`src/sv/wsp_pkg.sv`:
```
`default_nettype none
// ----------------------------------------------------------------------------
// wsp_pkg
// Shared types, constants and helpers of the world-to-screen projection block.
// ----------------------------------------------------------------------------
package wsp_pkg;

	localparam int COORD_W     = 32;
	localparam int COEF_N      = 6;
	localparam int CFG_W       = 64;
	localparam int IDX_W       = 3;
	localparam int SUM_W       = 50;
	localparam int ALT_W       = 49;
	localparam int QUO_W       = 31;
	localparam int LOW_W       = 15;
	localparam int FRAC_W      = 16;
	localparam int QUEUE_DEPTH = 4;
	localparam int W_THRESHOLD = 66;
	localparam int BEHIND_SCALE = 100000;

	typedef enum logic [IDX_W-1:0] {
		REG_X01  = 3'd0,
		REG_X23  = 3'd1,
		REG_Y01  = 3'd2,
		REG_Y23  = 3'd3,
		REG_W01  = 3'd4,
		REG_W23  = 3'd5,
		REG_MODE = 3'd6
	} reg_idx_t;

	typedef struct packed {
		logic [COEF_N-1:0][CFG_W-1:0] coef;
		logic                         mode;
	} wsp_cfg_t;

	// One classified point as it crosses from the front to the back.
	typedef struct packed {
		logic                    behind;
		logic                    neg_x;
		logic                    neg_y;
		logic                    ovf_x;
		logic                    ovf_y;
		logic [SUM_W-1:0]        mag_x;
		logic [SUM_W-1:0]        mag_y;
		logic [SUM_W-1:0]        den;
		logic signed [ALT_W-1:0] alt_x;
		logic signed [ALT_W-1:0] alt_y;
	} wsp_item_t;

	// Saturate a behind-point value to signed Q16.16.
	function automatic logic signed [COORD_W-1:0] sat_alt(input logic signed [ALT_W-1:0] v);
		logic signed [ALT_W-1:0] hi;
		logic signed [ALT_W-1:0] lo;
		hi = ALT_W'(signed'(33'sh0_7FFF_FFFF));
		lo = -hi - ALT_W'(1);
		if (v > hi) return {1'b0, {(COORD_W-1){1'b1}}};
		if (v < lo) return {1'b1, {(COORD_W-1){1'b0}}};
		return v[COORD_W-1:0];
	endfunction

	// Saturate a row sum to signed Q16.16.
	function automatic logic signed [COORD_W-1:0] sat_sum(input logic signed [SUM_W-1:0] v);
		logic signed [SUM_W-1:0] hi;
		logic signed [SUM_W-1:0] lo;
		hi = SUM_W'(signed'(33'sh0_7FFF_FFFF));
		lo = -hi - SUM_W'(1);
		if (v > hi) return {1'b0, {(COORD_W-1){1'b1}}};
		if (v < lo) return {1'b1, {(COORD_W-1){1'b0}}};
		return v[COORD_W-1:0];
	endfunction

endpackage
`default_nettype wire

```
`src/sv/wsp_queue.sv`:
```
`default_nettype none
// ----------------------------------------------------------------------------
// wsp_queue
// Short register queue between the front and the back.
// ----------------------------------------------------------------------------
module wsp_queue #(
	parameter int Depth = wsp_pkg::QUEUE_DEPTH
) (
	input  wire logic               clk,
	input  wire logic               arst_n,
	input  wire logic               push,
	input  wire wsp_pkg::wsp_item_t push_item,
	output logic                    full,
	input  wire logic               pop,
	output wsp_pkg::wsp_item_t      head,
	output logic                    empty
);
	import wsp_pkg::*;

	localparam int PtrW = (Depth > 1) ? $clog2(Depth) : 1;
	localparam int CntW = $clog2(Depth + 1);

	wsp_item_t       mem_q [Depth];
	logic [PtrW-1:0] wr_q, rd_q;
	logic [CntW-1:0] count_q;

	assign full  = count_q == CntW'(Depth);
	assign empty = count_q == '0;
	assign head  = mem_q[rd_q];

	// Pointers and fill count.
	always_ff @(posedge clk or negedge arst_n) begin
		if (!arst_n) begin
			wr_q    <= '0;
			rd_q    <= '0;
			count_q <= '0;
		end else begin
			if (push) wr_q <= (wr_q == PtrW'(Depth - 1)) ? '0 : wr_q + 1'b1;
			if (pop)  rd_q <= (rd_q == PtrW'(Depth - 1)) ? '0 : rd_q + 1'b1;
			if (push && !pop) count_q <= count_q + 1'b1;
			else if (pop && !push) count_q <= count_q - 1'b1;
		end
	end

	// Entry storage.
	always_ff @(posedge clk) begin
		if (push) mem_q[wr_q] <= push_item;
	end

	a_no_overflow: assert property (@(posedge clk) disable iff (!arst_n) push |-> !full)
		else $error("queue written while full");
	a_no_underflow: assert property (@(posedge clk) disable iff (!arst_n) pop |-> !empty)
		else $error("queue read while empty");
	a_count_bound: assert property (@(posedge clk) disable iff (!arst_n)
		count_q <= CntW'(Depth))
		else $error("queue fill count beyond depth");

endmodule
`default_nettype wire

```
`config.mk`:
```
export PLATFORM = sky130hd
export DESIGN_NAME = wsp_queue
export DESIGN_NICKNAME = d
export VERILOG_FILES = /design/src/sv/wsp_pkg.sv /design/src/sv/wsp_queue.sv
export SDC_FILE = /design/constraint.sdc
export NUM_CORES = 1
export LEC_CHECK = 0
export BUFFER_PORTS_ARGS = -buffer_cell sky130_fd_sc_hd__buf_2
export CAP_MARGIN = 5
export CORE_ASPECT_RATIO = 1.25
export CORE_UTILIZATION = 50
export DETAILED_ROUTE_END_ITERATION = 16
export GPL_TIMING_DRIVEN = 0
export PLACE_DENSITY = 0.74
export SLEW_MARGIN = 30
export SYNTH_ARGS = -nofsm -noshare
export SYNTH_HDL_FRONTEND = slang
export SYNTH_SLANG_ARGS = --single-unit
```
`constraint.sdc`:
```
create_clock -name clk -period 7.3 [get_ports clk]
set_clock_uncertainty 0.15 [all_clocks]
set_input_delay 2.19 -clock clk [delete_from_list [all_inputs] [get_ports clk]]
set_output_delay 2.19 -clock clk [all_outputs]
set_load 0.01 [all_outputs]
```
# ---- Word-level counts from Yosys, hierarchy flattened
# Memories as Yosys holds them, arrays and structs flattened.
# Cells that the tools add are included.
dict set report totals {
  regBits 7
  latchBits 0
  ram_bits 1012
  rom_bits 0
  input_bits 257
  output_inout_bits 255
  wordCells 23
  n_memories 1
}
dict set report op_classes {
  add_sub_neg 4
  mul 0
  div 0
  magnitude_cmp 0
  n_eq_ne 3
  shifts 0
  muxes 6
  n_bitwise 0
  n_reduce_logical 6
}
# memory words width read_ports rd_clocked_by_memory_dff wr line
set memory_table {}
lappend memory_table {mem_q 4 253 1 0 1 wsp_queue.sv:23} ;# wsp_item_t mem_q [Depth];
# cell count
set op_table {}
lappend op_table {{2-to-1 mux 3 bit} 2}
lappend op_table {{adder 2 x 1 -> 2 bit (second input constant)} 2}
lappend op_table {{equality test 2 bit (second input constant)} 2}
lappend op_table {{2-to-1 mux 2 bit} 2}
lappend op_table {{adder 3 x 1 -> 3 bit (second input constant)} 1}
lappend op_table {{equality test 3 bit (second input constant)} 1}
lappend op_table {{logical NOT 3 bit} 1}
lappend op_table {{subtractor 3 x 1 -> 3 bit (second input constant)} 1}
lappend op_table {{logical AND 1 bit} 2}
lappend op_table {{logical NOT 1 bit} 2}
lappend op_table {{2-to-1 mux 1 bit} 2}
lappend op_table {{nonzero test 2 bit} 1}

# ---- Logic depth before layout (Yosys ltp)
dict set report depth {
  word_depth 4
  depth_mapped 7
  depth_no_buf 7
}

# ---- Least setup slack after synthesis
# No wires, ideal clock.
dict set report synth_path {
  path_kind {input to register}
  from {input port push}
  to {memory mem_q[0][0] in the netlist's numbering, enable pin}
  setup_time_ns 0.645
  arrival_ns 7.909
  t_required_ns 6.505
  slack_ns -1.404
  cell_stages 1
  n_path_buf 0
  path_cell_list {and2_1}
}
dict set report synth_via {
  elab_chain_cells 2
}
# element line
set synth_lines {}
lappend synth_lines {{start: declaration} wsp_queue.sv:11} ;# input wire logic push,
lappend synth_lines {{2-to-1 mux 1 bit} wsp_queue.sv:47} ;# if (push) mem_q[wr_q] <= push_item;
lappend synth_lines {{2-to-1 mux 1 bit (not written as such)} wsp_queue.sv:47}
lappend synth_lines {{end: declaration} wsp_queue.sv:23}
# No other way between the ends.

==> summary.md <==
| Metric | Value |
|---|---|
| Combinational Power Share | 30.0% |
| Seq cells post-synth | 1019 |
| GPL Wtd Cong | 0.754 |
| Final Hold Slack | 0.336 ns |
| Synth area leaders | edfxtp_1 (82%), mux4_2 (15%), buf_12 (1.2%) |
| Resized cells post-CTS | 0 |
| Die width | 246 µm |
| Total number of vias | about 17000 |
| Mapped Avg Cell Area | around 27 µm² |
| Top cell type's share of synthesized area | between 80% and 90% |
| Root buf cell | clkbuf_16 |
| Status | finished, final reports clean |
| Setup violators final | 0 |
| CP max FO | 10 |
| Peak VDD IR | 0.385 mV |
| Synth Area in Compound Gates | 0.0269% |
| DP HPWL | approximately 51000 µm |
| First-iteration detailed-routing DRC count | 1000 |
| Critical Path AT | 2.86 ns |
| Ys Warns | 0 |
| Std-Cell Rows | 111 |
| Ratio of cells with drive above 1 in the final layout | a little under half |
| Vias/cell | approximately 5.5 |
| # IOs | 512 |
| CTS tree | yes |
| DR WL/cell | about 25 µm |
| Net switching power | 0.00520 W |
| CTS Buf Count | 94 |
| Max-cap violations | 0 |
| Gr ovfl total | 0 |
| Fmax | ~0.19 GHz |
| Clock power frac | roughly 28% |
| Die Y | slightly above 300 µm |
| HP Class | reg2reg |
| Syn Inst Count | 1359 |
| Part of the cycle the worst path needs | 71.2% |
| Post-CTS Hold Buffers | 0 |
| Largest family of logic cells by synthesized area | multiplexers |
| Clock sinks | 1019 |
| Max Slew Vio Count | 0 |
| Clk_lat worst skew | 0.63 ns |
| Drt pass-1 iters | 5 |
| Number of global-route vias before repair | 18004 |
| Leakage | 15.3 nW |
| Cell area power density | 407 nW/µm² |
| Syn Nets | 1623 |
| First-pass GRT wire length | ~110000 µm |
| Final Total Pwr | 0.0183 W |
| Area leader, netlist | edfxtp_1 |
| Largest net degree at the start of global routing | 42 |
| Cell Count, Final, Fillers Out | approximately 3000 |
| Net Sw Frac | ~28% |
| Slew HR | 37.9% |
| Cell variety after synth | 20 |
| Total Wirelength | 76100 µm |
| CORE AREA | 73500 µm² |
| Most frequent cells in the layout | edfxtp_1 (1012), buf_2 (528), mux4_2 (253) |
| CP Capture Type | output pin |
| Kind of critical path | reg2out |
| Adder-Cell Fraction of Synth Area | 0.256% |
| Post-DRT Antenna Nets | 0 |
| Die ar. | 75400 µm² |
| Area delta synth->final | 20.8% |
| Initial antenna violation count | 28 |
| Htree depth | 3 |
| Overall global routing resource usage | 20.2% |
| Port bufs | 511 |
| Max clock buf depth | 3 |
| Reg power frac | 42.0% |
| Slew @ Worst Pin | 0.931 ns |
| Xor-xnor portion of the synthesized cell area | 0.0707% |
| Setup bufs post-CTS | 0 |
| WP data required | about 5.0 ns |
| RSZ-0062 raised after global routing | false |
| Mux cell area share after synthesis | 15.4% |
| Internal power | 0.0131 W |
| Drc violations | 0 |
| Post-synthesis simple-gate area fraction | 0.152% |
| Hold Fails Final Rpt | 0 |
| Nets | 2257 |
| Placed Cells incl. Taps | 2857 |
| Most common cell after layout, fill and taps aside | edfxtp_1 |
| Crit path launch type | flip-flop |
| Seq/Total Area, Yosys | 82.3% |
| Initial core utilization | 50.6% |
| Cell Area, Synth | 37100 µm² |
| Crit path time final | 5.20 ns |
| Worst-path clk slew | 0.06 ns |
final timing paths:
kind,depth (start not counted),slack [ns],start,endpoint
max,4,2.10,rd_q[1]$_DFFE_PN0P_,head[51]
min,1,0.34,count_q[2]$_DFFE_PN0P_,count_q[2]$_DFFE_PN0P_
max reg2reg,7,4.65,wr_q[1]$_DFFE_PN0P_,mem_q[1][161]$_DFFE_PP_
min reg2reg,1,0.34,count_q[2]$_DFFE_PN0P_,count_q[2]$_DFFE_PN0P_
max in group asynchronous,1,5.61,arst_n,wr_q[1]$_DFFE_PN0P_
min in group asynchronous,1,1.23,arst_n,rd_q[0]$_DFFE_PN0P_
logic make-up (layout without fill, tap and decap cells):
family	after synthesis	in the layout
other	0	13
xor gates and xnor gates	3	3
DFF	1019	1019
AOI/OAI and AO/OA	2	2
and+or+nand+nor	11	11
adders and majority gates	7	7
buffers and inverters	61	776
muxes	256	256
layout make-up:
| class | instances | area (µm²) |
|---|---|---|
| Fill cell | 4940 | 28600 |
| Timing Repair Buffer | 538 | 3220 |
| Clock buffer | 113 | 2490 |
| Sequential cell | 1019 | 30600 |
| Antenna cell | 13 | 32.5 |
| Buffer | 57 | 646 |
| Multi-Input combinational cell | 279 | 5930 |
| Clock inverter | 64 | 785 |
| Inverter | 4 | 15.0 |
| Tap cell | 960 | 1200 |
cells in the mapped netlist:
cell,n
xnor2_1,1
nor3b_1,1
edfxtp_1,1012
xor2_1,2
buf_12,22
nor3_1,1
nor2_1,3
mux4_2,253
o21ai_0,2
clkbuf_1,4
and2_1,4
nand2_1,2
buf_2,17
mux2_2,3
buf_6,7
buf_1,7
dfrtp_1,7
fa_1,1
inv_1,4
ha_1,6
flip-flops by register name (all words and copies together), names as in the netlist:
signal	flops
mem_q	1012
count_q	3
rd_q	2
wr_q	2
power groups by stage:
stage | logic (W) | registers, W | clock network, W
after global routing | 0.00583 | 0.00774 | 0.00541
after floorplan | 0.00339 | 0.00785 | 0
after CTS | 0.00561 | 0.00769 | 0.00522
final | 0.00547 | 0.00768 | 0.00511
after detailed placement | 0.00557 | 0.00780 | 0
after global placement | 0.00533 | 0.00799 | 0
through the flow:
| stage | TNS (ns) | area [µm²] | setup slack, ns | utilization [%] |
|---|---|---|---|---|
| 5_1_grt | 0 | 44900 | 1.94 | 61.1 |
| 2_1_floorplan | 0 | 37100 | 1.40 | - |
| 3_5_place_dp | 0 | 41600 | 2.64 | 56.6 |
| 4_1_cts | 0 | 44800 | 1.92 | 61.0 |
| 3_3_place_gp | -1106.56 | 40900 | -1.16 | 55.7 |
| 6_report | 0 | 44900 | 2.10 | 61.1 |
per-layer routing:
layer | track usage [%] | part of all wire (%) | wire (µm)
met1 | 23.0 | 35 | 26900
met2 | 35.0 | 53 | 40100
met3 | 6.29 | 8.2 | 6260
met4 | 8.44 | 3.5 | 2630
met5 | 0 | 0.26 | 201
critical path: stages (launching register included):
cell	delay [ns]
dfrtp_1	0.37
buf_2	0.39
buf_1	0.75
mux4_2	0.52
buf_2	0.18
(Power assumes the default switching activity.)
